**src/rtl/core/krc_pkg.sv**
```systemverilog
package krc_pkg;

	// Field widths
	localparam int OPERAND_W = 31;
	localparam int DATA_W    = 32;
	localparam int DIGIT_W   = 4;
	localparam int REQ_W     = 2;
	localparam int OP_W      = 3;
	localparam int MODE_W    = 2;
	localparam int RADIX_W   = 5;
	localparam int PROD_W    = OPERAND_W + RADIX_W;
	localparam int CNT_W     = $clog2(OPERAND_W + 1);

	// Configuration port
	localparam int ADDR_W  = 3;
	localparam int PDATA_W = 32;
	localparam logic REG_RADIX = 1'b0;

	// Constants
	localparam logic [OPERAND_W-1:0] OPERAND_MAX = {OPERAND_W{1'b1}};
	localparam logic [CNT_W-1:0]     ITER_LAST   = CNT_W'(OPERAND_W);
	localparam logic [RADIX_W-1:0]   RADIX_RESET = RADIX_W'(10);
	localparam logic [RADIX_W-1:0]   RADIX_MIN   = RADIX_W'(2);
	localparam logic [RADIX_W-1:0]   RADIX_MAX   = RADIX_W'(16);

	// Request kinds
	localparam logic [REQ_W-1:0] REQ_DIGIT = 2'd0;
	localparam logic [REQ_W-1:0] REQ_OPER  = 2'd1;
	localparam logic [REQ_W-1:0] REQ_SOLVE = 2'd2;

	// Operator codes
	localparam logic [OP_W-1:0] OP_ADD  = 3'd0;
	localparam logic [OP_W-1:0] OP_SUB  = 3'd1;
	localparam logic [OP_W-1:0] OP_MUL  = 3'd2;
	localparam logic [OP_W-1:0] OP_DIV  = 3'd3;
	localparam logic [OP_W-1:0] OP_MOD  = 3'd4;
	localparam logic [OP_W-1:0] OP_NONE = 3'd5;

	// Calculator modes
	localparam logic [MODE_W-1:0] MODE_A     = 2'd0;
	localparam logic [MODE_W-1:0] MODE_B     = 2'd1;
	localparam logic [MODE_W-1:0] MODE_SOLVE = 2'd2;
	localparam logic [MODE_W-1:0] MODE_AFTER = 2'd3;

	// Commands from the controller to the datapath
	typedef struct packed {
		logic load;
		logic step;
		logic commit;
	} ctrl_cmd_t;

	// Status from the datapath to the controller
	typedef struct packed {
		logic iter_busy;
	} dp_status_t;

endpackage

```
**src/rtl/core/keypad_radix_calculator_unit.sv**
```systemverilog
// Keypad calculator in a configurable radix (2 to 16, register at offset 0, reset 10).
// Each accepted keypad transaction (digit, operator or solve) returns exactly one
// transaction on the response channel with the mode, both operands, the last result
// and the per-event flags. Digit, operator and ignored events, and solves with add,
// subtract or no defined operator, pass through the run, commit and output states
// before the next transaction can be taken; multiply, divide and modulo solves stay
// in run while the shared shift-add multiplier and restoring divider process one
// operand bit per cycle over 31 steps. A new request is taken only when the previous
// response has been loaded into the output register, so a waiting response stalls
// the request side only while a second one is ready.
module keypad_radix_calculator_unit (
	input  logic                                  clk,
	input  logic                                  arst_n,
	// Request channel
	input  logic                                  req_valid,
	output logic                                  req_stall,
	input  logic [krc_pkg::REQ_W-1:0]             req_type,
	input  logic [krc_pkg::DIGIT_W-1:0]           digit,
	input  logic [krc_pkg::OP_W-1:0]              op_code,
	// Response channel
	output logic                                  rsp_valid,
	input  logic                                  rsp_stall,
	output logic [krc_pkg::MODE_W-1:0]            mode,
	output logic [krc_pkg::OPERAND_W-1:0]         operand_a,
	output logic [krc_pkg::OPERAND_W-1:0]         operand_b,
	output logic signed [krc_pkg::DATA_W-1:0]     result,
	output logic                                  result_valid,
	output logic                                  div_zero,
	output logic                                  entry_overflow,
	// Configuration port
	input  logic                                  psel,
	input  logic                                  penable,
	input  logic                                  pwrite,
	input  logic [krc_pkg::ADDR_W-1:0]            paddr,
	input  logic [krc_pkg::PDATA_W-1:0]           pwdata,
	output logic [krc_pkg::PDATA_W-1:0]           prdata,
	output logic                                  pready
);

	logic [krc_pkg::RADIX_W-1:0]              radix_q;
	logic                                     cfg_wr;
	logic                                     out_free;
	logic                                     out_load;
	krc_pkg::ctrl_cmd_t                       cmd;
	krc_pkg::dp_status_t                      status;

	logic [krc_pkg::MODE_W-1:0]               dp_mode;
	logic [krc_pkg::OPERAND_W-1:0]            dp_operand_a;
	logic [krc_pkg::OPERAND_W-1:0]            dp_operand_b;
	logic signed [krc_pkg::DATA_W-1:0]        dp_result;
	logic                                     dp_result_valid;
	logic                                     dp_div_zero;
	logic                                     dp_entry_overflow;

	logic                                     rsp_valid_q;
	logic [krc_pkg::MODE_W-1:0]               mode_q;
	logic [krc_pkg::OPERAND_W-1:0]            operand_a_q;
	logic [krc_pkg::OPERAND_W-1:0]            operand_b_q;
	logic signed [krc_pkg::DATA_W-1:0]        result_q;
	logic                                     result_valid_q;
	logic                                     div_zero_q;
	logic                                     entry_overflow_q;

	// Configuration register: radix only.
	assign pready = 1'b1;
	assign cfg_wr = psel && penable && pwrite && pready;

	always_ff @(posedge clk or negedge arst_n) begin
		if (!arst_n) begin
			radix_q <= krc_pkg::RADIX_RESET;
		end else if (cfg_wr && (paddr[krc_pkg::ADDR_W-1] == krc_pkg::REG_RADIX)) begin
			radix_q <= pwdata[krc_pkg::RADIX_W-1:0];
		end
	end

	assign prdata = (paddr[krc_pkg::ADDR_W-1] == krc_pkg::REG_RADIX) ?
		krc_pkg::PDATA_W'(radix_q) : '0;

	krc_ctrl u_ctrl (
		.clk       (clk),
		.arst_n    (arst_n),
		.req_valid (req_valid),
		.req_stall (req_stall),
		.out_free  (out_free),
		.out_load  (out_load),
		.status    (status),
		.cmd       (cmd)
	);

	krc_dpath u_dpath (
		.clk            (clk),
		.arst_n         (arst_n),
		.radix          (radix_q),
		.req_type       (req_type),
		.digit          (digit),
		.op_code        (op_code),
		.cmd            (cmd),
		.status         (status),
		.mode           (dp_mode),
		.operand_a      (dp_operand_a),
		.operand_b      (dp_operand_b),
		.result         (dp_result),
		.result_valid   (dp_result_valid),
		.div_zero       (dp_div_zero),
		.entry_overflow (dp_entry_overflow)
	);

	// Output register: holds one response transaction until it is taken.
	assign out_free = !rsp_valid_q || !rsp_stall;

	always_ff @(posedge clk or negedge arst_n) begin
		if (!arst_n) begin
			rsp_valid_q <= 1'b0;
		end else if (out_load) begin
			rsp_valid_q <= 1'b1;
		end else if (!rsp_stall) begin
			rsp_valid_q <= 1'b0;
		end
	end

	always_ff @(posedge clk) begin
		if (out_load) begin
			mode_q           <= dp_mode;
			operand_a_q      <= dp_operand_a;
			operand_b_q      <= dp_operand_b;
			result_q         <= dp_result;
			result_valid_q   <= dp_result_valid;
			div_zero_q       <= dp_div_zero;
			entry_overflow_q <= dp_entry_overflow;
		end
	end

	assign rsp_valid      = rsp_valid_q;
	assign mode           = mode_q;
	assign operand_a      = operand_a_q;
	assign operand_b      = operand_b_q;
	assign result         = result_q;
	assign result_valid   = result_valid_q;
	assign div_zero       = div_zero_q;
	assign entry_overflow = entry_overflow_q;

endmodule

```
**src/rtl/core/krc_ctrl.sv**
```systemverilog
module krc_ctrl (
	input  logic                clk,
	input  logic                arst_n,
	input  logic                req_valid,
	output logic                req_stall,
	input  logic                out_free,
	output logic                out_load,
	input  krc_pkg::dp_status_t status,
	output krc_pkg::ctrl_cmd_t  cmd
);

	localparam logic [1:0] ST_IDLE   = 2'd0;
	localparam logic [1:0] ST_RUN    = 2'd1;
	localparam logic [1:0] ST_COMMIT = 2'd2;
	localparam logic [1:0] ST_OUT    = 2'd3;

	logic [1:0] state_q;
	logic [1:0] state_nxt;

	// Next state and commands.
	always_comb begin
		state_nxt  = state_q;
		cmd.load   = 1'b0;
		cmd.step   = 1'b0;
		cmd.commit = 1'b0;
		out_load   = 1'b0;
		unique case (state_q)
			ST_IDLE: begin
				if (req_valid) begin
					cmd.load  = 1'b1;
					state_nxt = ST_RUN;
				end
			end
			ST_RUN: begin
				if (status.iter_busy) begin
					cmd.step = 1'b1;
				end else begin
					state_nxt = ST_COMMIT;
				end
			end
			ST_COMMIT: begin
				cmd.commit = 1'b1;
				state_nxt  = ST_OUT;
			end
			ST_OUT: begin
				if (out_free) begin
					out_load  = 1'b1;
					state_nxt = ST_IDLE;
				end
			end
			default: state_nxt = ST_IDLE;
		endcase
	end

	// A new transaction is taken only when the previous one has been loaded into the output register.
	assign req_stall = (state_q != ST_IDLE);

	always_ff @(posedge clk or negedge arst_n) begin
		if (!arst_n) begin
			state_q <= ST_IDLE;
		end else begin
			state_q <= state_nxt;
		end
	end

endmodule

```
**src/rtl/core/krc_dpath.sv**
```systemverilog
module krc_dpath (
	input  logic                                  clk,
	input  logic                                  arst_n,
	input  logic [krc_pkg::RADIX_W-1:0]           radix,
	input  logic [krc_pkg::REQ_W-1:0]             req_type,
	input  logic [krc_pkg::DIGIT_W-1:0]           digit,
	input  logic [krc_pkg::OP_W-1:0]              op_code,
	input  krc_pkg::ctrl_cmd_t                    cmd,
	output krc_pkg::dp_status_t                   status,
	output logic [krc_pkg::MODE_W-1:0]            mode,
	output logic [krc_pkg::OPERAND_W-1:0]         operand_a,
	output logic [krc_pkg::OPERAND_W-1:0]         operand_b,
	output logic signed [krc_pkg::DATA_W-1:0]     result,
	output logic                                  result_valid,
	output logic                                  div_zero,
	output logic                                  entry_overflow
);

	// Architectural state
	logic [krc_pkg::MODE_W-1:0]    mode_q;
	logic [krc_pkg::OPERAND_W-1:0] value_a_q;
	logic [krc_pkg::OPERAND_W-1:0] value_b_q;
	logic [krc_pkg::OP_W-1:0]      pending_op_q;
	logic [krc_pkg::DATA_W-1:0]    result_q;
	logic                          has_result_q;
	logic                          dz_q;
	logic                          ovf_q;

	// Latched transaction
	logic [krc_pkg::REQ_W-1:0]     req_q;
	logic [krc_pkg::DIGIT_W-1:0]   digit_q;
	logic [krc_pkg::OP_W-1:0]      op_q;
	logic [krc_pkg::PROD_W-1:0]    prod_q;

	// Shift-add multiplier and restoring divider registers
	logic [krc_pkg::DATA_W-1:0]    acc_q;
	logic [krc_pkg::DATA_W-1:0]    sh_q;
	logic [krc_pkg::OPERAND_W-1:0] mpl_q;
	logic [krc_pkg::CNT_W-1:0]     cnt_q;

	logic [krc_pkg::RADIX_W-1:0]   radix_eff;
	logic [krc_pkg::OPERAND_W-1:0] entry_val;
	logic                          need_iter;
	logic [krc_pkg::DATA_W-1:0]    trial;
	logic [krc_pkg::DATA_W:0]      trial_diff;
	logic [krc_pkg::PROD_W-1:0]    digit_sum;
	logic                          digit_ok;
	logic                          digit_ovf;
	logic [krc_pkg::DATA_W-1:0]    solve_val;
	logic                          solve_dz;

	// The radix register value is saturated to the supported range.
	always_comb begin
		if (radix < krc_pkg::RADIX_MIN) begin
			radix_eff = krc_pkg::RADIX_MIN;
		end else if (radix > krc_pkg::RADIX_MAX) begin
			radix_eff = krc_pkg::RADIX_MAX;
		end else begin
			radix_eff = radix;
		end
	end

	assign entry_val = (mode_q == krc_pkg::MODE_B) ? value_b_q : value_a_q;

	// Latch the transaction and scale the operand under entry by the radix.
	always_ff @(posedge clk) begin
		if (cmd.load) begin
			req_q   <= req_type;
			digit_q <= digit;
			op_q    <= op_code;
			prod_q  <= krc_pkg::PROD_W'(entry_val) * krc_pkg::PROD_W'(radix_eff);
		end
	end

	// Multiply, divide and modulo iterate one operand bit per cycle.
	assign need_iter = (req_q == krc_pkg::REQ_SOLVE) &&
		((pending_op_q == krc_pkg::OP_MUL) || (pending_op_q == krc_pkg::OP_DIV) ||
		 (pending_op_q == krc_pkg::OP_MOD));
	assign status.iter_busy = need_iter && (cnt_q != krc_pkg::ITER_LAST);

	assign trial      = {acc_q[krc_pkg::DATA_W-2:0], sh_q[krc_pkg::OPERAND_W-1]};
	assign trial_diff = {1'b0, trial} - {2'b00, value_b_q};

	always_ff @(posedge clk or negedge arst_n) begin
		if (!arst_n) begin
			cnt_q <= '0;
		end else if (cmd.load) begin
			cnt_q <= '0;
		end else if (cmd.step) begin
			cnt_q <= cnt_q + 1'b1;
		end
	end

	always_ff @(posedge clk) begin
		if (cmd.load) begin
			acc_q <= '0;
			sh_q  <= {1'b0, value_a_q};
			mpl_q <= value_b_q;
		end else if (cmd.step) begin
			if (pending_op_q == krc_pkg::OP_MUL) begin
				if (mpl_q[0]) begin
					acc_q <= acc_q + sh_q;
				end
				sh_q  <= {sh_q[krc_pkg::DATA_W-2:0], 1'b0};
				mpl_q <= {1'b0, mpl_q[krc_pkg::OPERAND_W-1:1]};
			end else begin
				if (!trial_diff[krc_pkg::DATA_W]) begin
					acc_q <= trial_diff[krc_pkg::DATA_W-1:0];
					sh_q  <= {sh_q[krc_pkg::DATA_W-2:0], 1'b1};
				end else begin
					acc_q <= trial;
					sh_q  <= {sh_q[krc_pkg::DATA_W-2:0], 1'b0};
				end
			end
		end
	end

	// Digit entry: accept the new value only while it fits the operand.
	assign digit_sum = prod_q + krc_pkg::PROD_W'(digit_q);
	assign digit_ok  = ({1'b0, digit_q} < radix_eff);
	assign digit_ovf = (digit_sum > krc_pkg::PROD_W'(krc_pkg::OPERAND_MAX));

	// Solve result, wrapped to the data width.
	always_comb begin
		solve_dz = 1'b0;
		unique case (pending_op_q)
			krc_pkg::OP_ADD: solve_val = {1'b0, value_a_q} + {1'b0, value_b_q};
			krc_pkg::OP_SUB: solve_val = {1'b0, value_a_q} - {1'b0, value_b_q};
			krc_pkg::OP_MUL: solve_val = acc_q;
			krc_pkg::OP_DIV: begin
				solve_dz  = (value_b_q == '0);
				solve_val = solve_dz ? '0 : {1'b0, sh_q[krc_pkg::OPERAND_W-1:0]};
			end
			krc_pkg::OP_MOD: begin
				solve_dz  = (value_b_q == '0);
				solve_val = solve_dz ? '0 : acc_q;
			end
			default: solve_val = '0;
		endcase
	end

	// Commit the transaction to the calculator state.
	always_ff @(posedge clk or negedge arst_n) begin
		if (!arst_n) begin
			mode_q       <= krc_pkg::MODE_A;
			value_a_q    <= '0;
			value_b_q    <= '0;
			pending_op_q <= krc_pkg::OP_NONE;
			result_q     <= '0;
			has_result_q <= 1'b0;
			dz_q         <= 1'b0;
			ovf_q        <= 1'b0;
		end else if (cmd.commit) begin
			dz_q  <= 1'b0;
			ovf_q <= 1'b0;
			unique case (req_q)
				krc_pkg::REQ_DIGIT: begin
					if (digit_ok) begin
						unique case (mode_q)
							krc_pkg::MODE_A: begin
								if (digit_ovf) begin
									ovf_q <= 1'b1;
								end else begin
									value_a_q <= digit_sum[krc_pkg::OPERAND_W-1:0];
								end
							end
							krc_pkg::MODE_B: begin
								if (digit_ovf) begin
									ovf_q <= 1'b1;
								end else begin
									value_b_q <= digit_sum[krc_pkg::OPERAND_W-1:0];
								end
							end
							krc_pkg::MODE_AFTER: begin
								value_a_q    <= krc_pkg::OPERAND_W'(digit_q);
								value_b_q    <= '0;
								pending_op_q <= krc_pkg::OP_NONE;
								result_q     <= '0;
								has_result_q <= 1'b0;
								mode_q       <= krc_pkg::MODE_A;
							end
							default: ;
						endcase
					end
				end
				krc_pkg::REQ_OPER: begin
					pending_op_q <= op_q;
					unique case (mode_q)
						krc_pkg::MODE_A:     mode_q <= krc_pkg::MODE_B;
						krc_pkg::MODE_B:     mode_q <= krc_pkg::MODE_SOLVE;
						krc_pkg::MODE_AFTER: mode_q <= krc_pkg::MODE_A;
						default:             mode_q <= krc_pkg::MODE_SOLVE;
					endcase
				end
				krc_pkg::REQ_SOLVE: begin
					result_q     <= solve_val;
					has_result_q <= 1'b1;
					dz_q         <= solve_dz;
					mode_q       <= krc_pkg::MODE_AFTER;
				end
				default: ;
			endcase
		end
	end

	assign mode           = mode_q;
	assign operand_a      = value_a_q;
	assign operand_b      = value_b_q;
	assign result         = result_q;
	assign result_valid   = has_result_q;
	assign div_zero       = dz_q;
	assign entry_overflow = ovf_q;

	// A solve always leaves the calculator in the after mode.
	a_solve_after: assert property (@(posedge clk) disable iff (!arst_n)
		(cmd.commit && (req_q == krc_pkg::REQ_SOLVE)) |=> (mode_q == krc_pkg::MODE_AFTER))
		else $error("solve did not enter the after mode");

	// A division by zero reports a zero result.
	a_dz_zero: assert property (@(posedge clk) disable iff (!arst_n)
		dz_q |-> ((result_q == '0) && has_result_q))
		else $error("division by zero with a nonzero result");

	// A cleared result reads as zero.
	a_no_result: assert property (@(posedge clk) disable iff (!arst_n)
		!has_result_q |-> (result_q == '0))
		else $error("result held without result_valid");

	// The iterative unit steps only for multiply, divide or modulo solves.
	a_step_only_iter: assert property (@(posedge clk) disable iff (!arst_n)
		cmd.step |-> (need_iter && !cmd.commit))
		else $error("iteration step outside an iterative solve");

endmodule

```
**config.mk**
```make
export PLATFORM = sky130hd
export DESIGN_NAME = keypad_radix_calculator_unit
export DESIGN_NICKNAME = d
export VERILOG_FILES = /design/src/rtl/core/krc_pkg.sv /design/src/rtl/core/keypad_radix_calculator_unit.sv /design/src/rtl/core/krc_ctrl.sv /design/src/rtl/core/krc_dpath.sv
export SDC_FILE = /design/constraint.sdc
export NUM_CORES = 1
export LEC_CHECK = 0
export BUFFER_PORTS_ARGS = -buffer_cell sky130_fd_sc_hd__buf_4
export CORE_MARGIN = 2
export CORE_UTILIZATION = 62
export DETAILED_ROUTE_END_ITERATION = 10
export PLACE_DENSITY_LB_ADDON = 0.25
export REMOVE_ABC_BUFFERS = 1
export SYNTH_ARGS = -nofsm -noshare
export SYNTH_HDL_FRONTEND = slang
export SYNTH_SLANG_ARGS = --single-unit
```
**constraint.sdc**
```tcl
create_clock -name clk -period 25.5 [get_ports clk]
set_input_delay 2.55 -clock clk [delete_from_list [all_inputs] [get_ports clk]]
set_output_delay 2.55 -clock clk [all_outputs]
set_load 0.05 [all_outputs]
```
==> Yosys cells after proc, flatten, opt, wreduce, memory -nomap -nowiden <==
Index checks and enable logic that the tools add are counted.
{ "word_totals": {"register_bits": 354, "inputBits": 51, "elab_cells": 147} }
{ "op_classes": {"n_addsub": 6, "n_mul": 1, "n_lt_le_gt_ge": 4, "n_eq_ne": 21, "n_mux": 54, "n_bitwise": 1, "reduce_logical": 33} }
{ "op_table": {"columns": ["cell", "n"], "rows": [
  ["31-bit 2-to-1 mux", 8],
  ["32-bit 2-to-1 mux", 6],
  ["32-bit one-hot mux with 5 select lines", 1],
  ["31-bit one-hot mux with 2 select lines", 2],
  ["32-bit one-hot mux with 2 select lines", 1],
  ["36-bit by 4-bit adder with 36-bit output", 1],
  ["36-bit by 31-bit > comparator with 1-bit output, second input constant", 1],
  ["31-bit by 5-bit multiplier with 36-bit output", 1],
  ["32-bit by 31-bit subtractor with 33-bit output", 1],
  ["31-bit by 31-bit adder with 32-bit output", 1],
  ["32-bit adder", 1],
  ["31-bit by 31-bit subtractor with 32-bit output", 1],
  ["31-bit zero test", 1],
  ["5-bit 2-to-1 mux", 5],
  ["1-bit 2-to-1 mux", 19],
  ["2-bit nonzero test", 7],
  ["4-bit AND reduction", 3],
  ["2-bit 2-to-1 mux", 5],
  ["2-bit != test, second input constant", 5],
  ["5-bit AND reduction", 2],
  ["2-bit == test, second input constant", 4],
  ["2-bit by 1-bit != test with 1-bit output, second input constant", 4],
  ["2-bit one-hot mux with 4 select lines", 1],
  ["2-bit by 1-bit == test with 1-bit output, second input constant", 3],
  ["23 further kinds", 36]
]} }

==> Logic depth before layout (Yosys ltp) <==
{ "logic_depth": {"ltp_word": 9, "mapped_depth": 22, "ltp_nobuf": 20} }

==> Modules after synthesis <==
From an unflattened synthesis, not the netlist that was laid out.
{ "unflattened": {"cells_unflattened": 2569, "hier_area_um2": 25239.2} }
{ "by_module_without_submodules": {"columns": ["mod", "n_inst", "cells_per_inst", "area_per_inst_um2", "seq_area_each_um2"], "rows": [
  ["krc_dpath", 1, 2402, 21558.2, 6553.8],
  ["keypad_radix_calculator_unit", 1, 148, 3477.1, 3125.5],
  ["krc_ctrl", 1, 19, 203.9, 50.0]
]} }

==> Worst setup path after synthesis <==
No wires, ideal clock.
{ "synth_timing": {"path_type": "input -> register", "startpoint": "in rsp_stall", "endpoint": "reg div_zero_q, in the netlist div_zero, enable pin", "setup_ns": 0.707, "arrival_ns": 9.726, "required_ns": 24.793, "slack_ns": 15.068, "path_stages": 1, "path_buffers": 0, "cell_sequence": "a21boi_0"} }
{ "synth_between": {"elab_chain_cells": 4} }
{ "synth_lines": {"columns": ["element", "line_no", "source"], "rows": [
  ["start, declared", "keypad_radix_calculator_unit.sv:22", "input logic rsp_stall,"],
  ["1-bit zero test", null, null],
  ["1-bit logical OR", "keypad_radix_calculator_unit.sv:109", "assign out_free = !rsp_valid_q || !rsp_stall;"],
  ["1-bit 2-to-1 mux", "krc_ctrl.sv:46", "if (out_free) begin"],
  ["1-bit 2-to-1 mux", "krc_ctrl.sv:27", "unique case (state_q)"],
  ["end signal, assigned", "keypad_radix_calculator_unit.sv:128", "div_zero_q <= dp_div_zero;"],
  ["end, declared", "keypad_radix_calculator_unit.sv:61", "logic div_zero_q;"]
]} }
Every way passes these cells.
A chain may end at the register's enable or synchronous reset.

==> Final worst setup path <==
{ "layout_timing": {"startpoint": "reg radix_q[4] in the netlist's numbering", "endpoint": "reg u_dpath.prod_q[32] in the netlist's numbering (data pin)"} }
{ "layout_between": {"elab_chain_cells": 4} }
{ "layout_lines": {"columns": ["element", "line_no", "source"], "rows": [
  ["start, declared", "keypad_radix_calculator_unit.sv:40", "logic [krc_pkg::RADIX_W-1:0] radix_q;"],
  ["start signal, assigned", "keypad_radix_calculator_unit.sv:70", "radix_q <= krc_pkg::RADIX_RESET;"],
  ["start signal, assigned", "keypad_radix_calculator_unit.sv:72", "radix_q <= pwdata[krc_pkg::RADIX_W-1:0];"],
  ["5-bit > comparator", "krc_dpath.sv:56", "end else if (radix > krc_pkg::RADIX_MAX) begin"],
  ["5-bit 2-to-1 mux", "krc_dpath.sv:56", null],
  ["5-bit 2-to-1 mux *", "krc_dpath.sv:54", "if (radix < krc_pkg::RADIX_MIN) begin"],
  ["31-bit by 5-bit multiplier with 36-bit output *", "krc_dpath.sv:71", "prod_q <= krc_pkg::PROD_W'(entry_val) * krc_pkg::PROD_W'(radix_eff);"],
  ["end signal, assigned", "krc_dpath.sv:71", null],
  ["end, declared", "krc_dpath.sv:33", "logic [krc_pkg::PROD_W-1:0] prod_q;"]
]} }
Mark *: on every way between the ends. The rest lies on a longest branch, timed or not.

==> results.sh <==
export IMPL_status="finished, final reports clean"
export IMPL_dpl_hpwl_um=50620
export IMPL_drc=0
export IMPL_die_h_um=206.6
export IMPL_seq_power_share_pct=22.1
export IMPL_synth_top_cell_by_area="edfxtp_1"
export IMPL_multi_input_comb_area_sq_um=14460
export IMPL_crit_family="compound AO/OA/AOI/OAI gates"
export IMPL_critPathMaxFanout=41
export IMPL_worstPathRequired_ns=25.87
export IMPL_grt_max_degree=78
export IMPL_routedWlPerCell_um=20.10
export IMPL_p_clk_share_pct=14.4
export IMPL_clk_latency_ns=0.58
export IMPL_power_density_nw_per_um2=152.3
export IMPL_fin_crit_sh_pct=27.95
export IMPL_clockBufferDepth=3
export IMPL_rsz0062_at_grt="false"
export IMPL_io_pins=185
export IMPL_timing_fmax_mhz=140.3
export IMPL_syn_area_sq_um=25440
export IMPL_die_area_sq_um=42660
export IMPL_yosysTopAreaCellShare_pct=24.32
export IMPL_synthCells=2684
export IMPL_skew_ns=0.01900
export IMPL_drv_cap=0
export IMPL_power_switching_mw=2.069
export IMPL_cts_made_buffers=41
export IMPL_drt_pass1_iterations=8
export IMPL_core_area_sq_um=40650
export IMPL_worst_slack_ns=18.37
export IMPL_end_kind="register"
export IMPL_critPathMostFrequentCell="fa_1"
export IMPL_synth_area_top_cells="edfxtp_1 (24%), dfrtp_1 (11%), ha_1 (7.9%)"
export IMPL_slew_viol_final=0
export IMPL_yosysMostFrequentCell="nand2_1"
export IMPL_switching_share_pct=48.28
export IMPL_p_leak_nw=12.23
export IMPL_antenna_cells=0
export IMPL_comb_power_share_pct=63.5
export IMPL_ys_ff_latch=354
export IMPL_synth_edf_count=206
export IMPL_ys_types=99
export IMPL_wirelength_um=67260
export IMPL_drive_gt1_share_pct=10.23
export IMPL_grt_pass1_wl_um=106300
export IMPL_post_route_min_period_ns=7.127
export IMPL_cts_resized=0
export IMPL_port_buffers=127
export IMPL_vdd_drop_max_v=0.0001562
export IMPL_nets=3084
export IMPL_async_reset_ff_share_pct=32.49
export IMPL_initial_utilization_pct=62.58
export IMPL_viasPerCell=6.169
export IMPL_htreeDepth=2
export IMPL_flow_area_growth_from_synthesis_pct=10.60
export IMPL_slew_headroom_pct=11.00
export IMPL_worstMarginPinSlew_ns=1.335
export IMPL_gp_congestion=0.9801
export IMPL_grt_overflow_total=0
export IMPL_floorplan_rows=74
export IMPL_hp_class="reg2reg"
export IMPL_yosysWarningCount=0
export IMPL_drtIter0Drc=1710
export IMPL_die_x_um=206.6
export IMPL_cts_clk_slew_worst_paths_ns=0.06
export IMPL_fill_cells=3118
export IMPL_crit_buf_inv=1
export IMPL_hold_viol=0
export IMPL_ys_seq_area_share_pct=38.25
export IMPL_cpPeakStageDelay_ns=1.15
export IMPL_grt_pass1_vias=19930
export IMPL_startpoint_type="register"
export IMPL_via_count=20650
export IMPL_crit_arrival_ns=7.50
export IMPL_intPower_mw=2.217
export IMPL_dp_slack_ns=18.43
export IMPL_hold_buffers=0
export IMPL_root_buffer="clkbuf_16"
export IMPL_path_cells="nand2b_1 -> or2_2 -> fa_1 -> fa_1 -> fa_1 -> inv_1 -> ha_1 -> a21o_1 -> a21oi_1 -> o21ai_0 -> nand3_1 -> o21ai_0 -> a41oi_1 -> o211a_1 -> or2_2 -> a211oi_1"
export IMPL_antenna_found_initial=0
export IMPL_avgSynthCellArea_sq_um=9.477
export IMPL_critPathKind="reg2reg"
export IMPL_clock_sinks=354
export IMPL_postCtsSetupBuffers=0
export IMPL_ant_nets=0
export IMPL_final_setup_tns_ns=0
export IMPL_synth_top_cells_by_count="nand2_1 (332), nor2_1 (216), edfxtp_1 (206)"
export IMPL_grt_usage_pct=31.97
export IMPL_cts_tree="done"
export IMPL_setup_viol=0
export IMPL_crit_slowest_cell="dfrtp_1"
export IMPL_seq_area_sq_um=9729
export IMPL_yosys_most_used_dff="edfxtp_1"
## state kept, by name, indices dropped and copies added, names as in the netlist, 2 cells and up
signal	flops
radix_q	5
u_dpath.pending_op_q	3
mode	2
operand_a	31
u_dpath.digit_q	4
u_ctrl.state_q	2
operand_b	31
u_dpath.operand_a	31
u_dpath.prod_q	36
u_dpath.result	32
result	32
u_dpath.mode	2
u_dpath.req_q	2
u_dpath.op_q	3
u_dpath.sh_q	32
u_dpath.operand_b	31
u_dpath.mpl_q	31
u_dpath.cnt_q	5
u_dpath.acc_q	32
## path summary, 6_finish.rpt
kind / startpoint / to / slack, ns / depth (start not counted)
max: radix_q[4] / u_dpath.prod_q[32] / 18.37 / 16
min in group asynchronous: arst_n / radix_q[2] / 1.99 / 1
max reg2reg: radix_q[4] / u_dpath.prod_q[32] / 18.37 / 16
min reg2reg: u_dpath.result[16] / result[16] / 0.43 / 0
max in group asynchronous: arst_n / u_dpath.cnt_q[2] / 22.07 / 2
min: u_dpath.result[16] / result[16] / 0.43 / 0
## cell families after synthesis
logic type / synth area share, %
AOI/OAI and AO/OA: 17.63
xor gates and xnor gates: 4.993
adders and majority gates: 15.03
buffers and inverters: 5.524
DFF: 38.25
muxes: 2.405
other: 0.02952
and+or+nand+nor: 16.13
## metal layers
| layer | vias up | global-route usage, % | wire length, um |
|---|---|---|---|
| met3 | 133 | 3.438 | 4731 |
| met2 | 838 | 51.76 | 31340 |
| met4 | 0 | 13.55 | 2699 |
| met1 | 9998 | 44.04 | 28490 |
| met5 | - | 0 | 0 |
| li1 | 9679 | - | - |
## through the flow
step | area [sq um] | utilization (%) | power (mW) | cells | hold WS, ns
floorplan | 24870 | - | 2.947 | 2588 | 0.4248
finish | 28130 | 69.21 | 4.286 | 3347 | 0.4308
detailed placement | 26730 | 65.75 | 3.617 | 3271 | 0.4362
CTS | 28130 | 69.21 | 4.251 | 3347 | 0.4385
global placement | 26730 | 65.75 | 3.575 | 3271 | 0.4307
global route | 28130 | 69.21 | 4.572 | 3347 | 0.4600
## worst register-to-register path, stage by stage (launching register included)
cell and delay [ns]:
dfrtp_1 1.15, nand2b_1 1.12, or2_2 0.28, fa_1 0.44, fa_1 0.52, fa_1 0.54
inv_1 0.05, ha_1 0.32, a21o_1 0.12, a21oi_1 0.12, o21ai_0 0.34, nand3_1 0.13
o21ai_0 0.41, a41oi_1 0.41, o211a_1 0.39, or2_2 0.31, a211oi_1 0.27
## layout make-up
class,instances,share of cell area (%)
Clock buffer,55,4.127
Tap cell,532,2.366
Timing Repair Buffer,151,4.029
Inverter,197,2.633
Sequential cell,354,34.58
Clock inverter,21,0.8761
Multi-Input combinational cell,2037,51.39
## cells in the final DEF (no fill, tap or decap), types with 24 or more instances in the layout
cell       synthesis  routed
nor3_1            46      45
clkbuf_16          0      43
nand2_1          332     331
and3_1            24      24
fa_1              91      91
o21a_1            31      31
a21o_1            50      50
ha_1             160     159
mux2i_1           42      42
xor2_1            48      48
buf_4             30     151
nor2b_1           51      51
nor2_1           216     213
o21ai_0          155     154
nand2b_1          48      48
inv_1            196     196
dfxtp_1           33      33
dfrtp_1          111     111
conb_1             2      28
edfxtp_1         206     206
o211ai_1          26      26
nand3_1           42      42
o21ai_1           63      61
a21oi_1          143     143
xnor2_1           97      97
## power groups by stage
stage | clock network [mW] | logic, mW | registers, mW
floorplan | 0 | 1.88 | 1.07
global placement | 0 | 2.63 | 0.947
detailed placement | 0 | 2.66 | 0.953
CTS | 0.621 | 2.69 | 0.944
global route | 0.642 | 2.97 | 0.965
finish | 0.616 | 2.72 | 0.948
No activity file was read; power rests on OpenSTA's default activity.
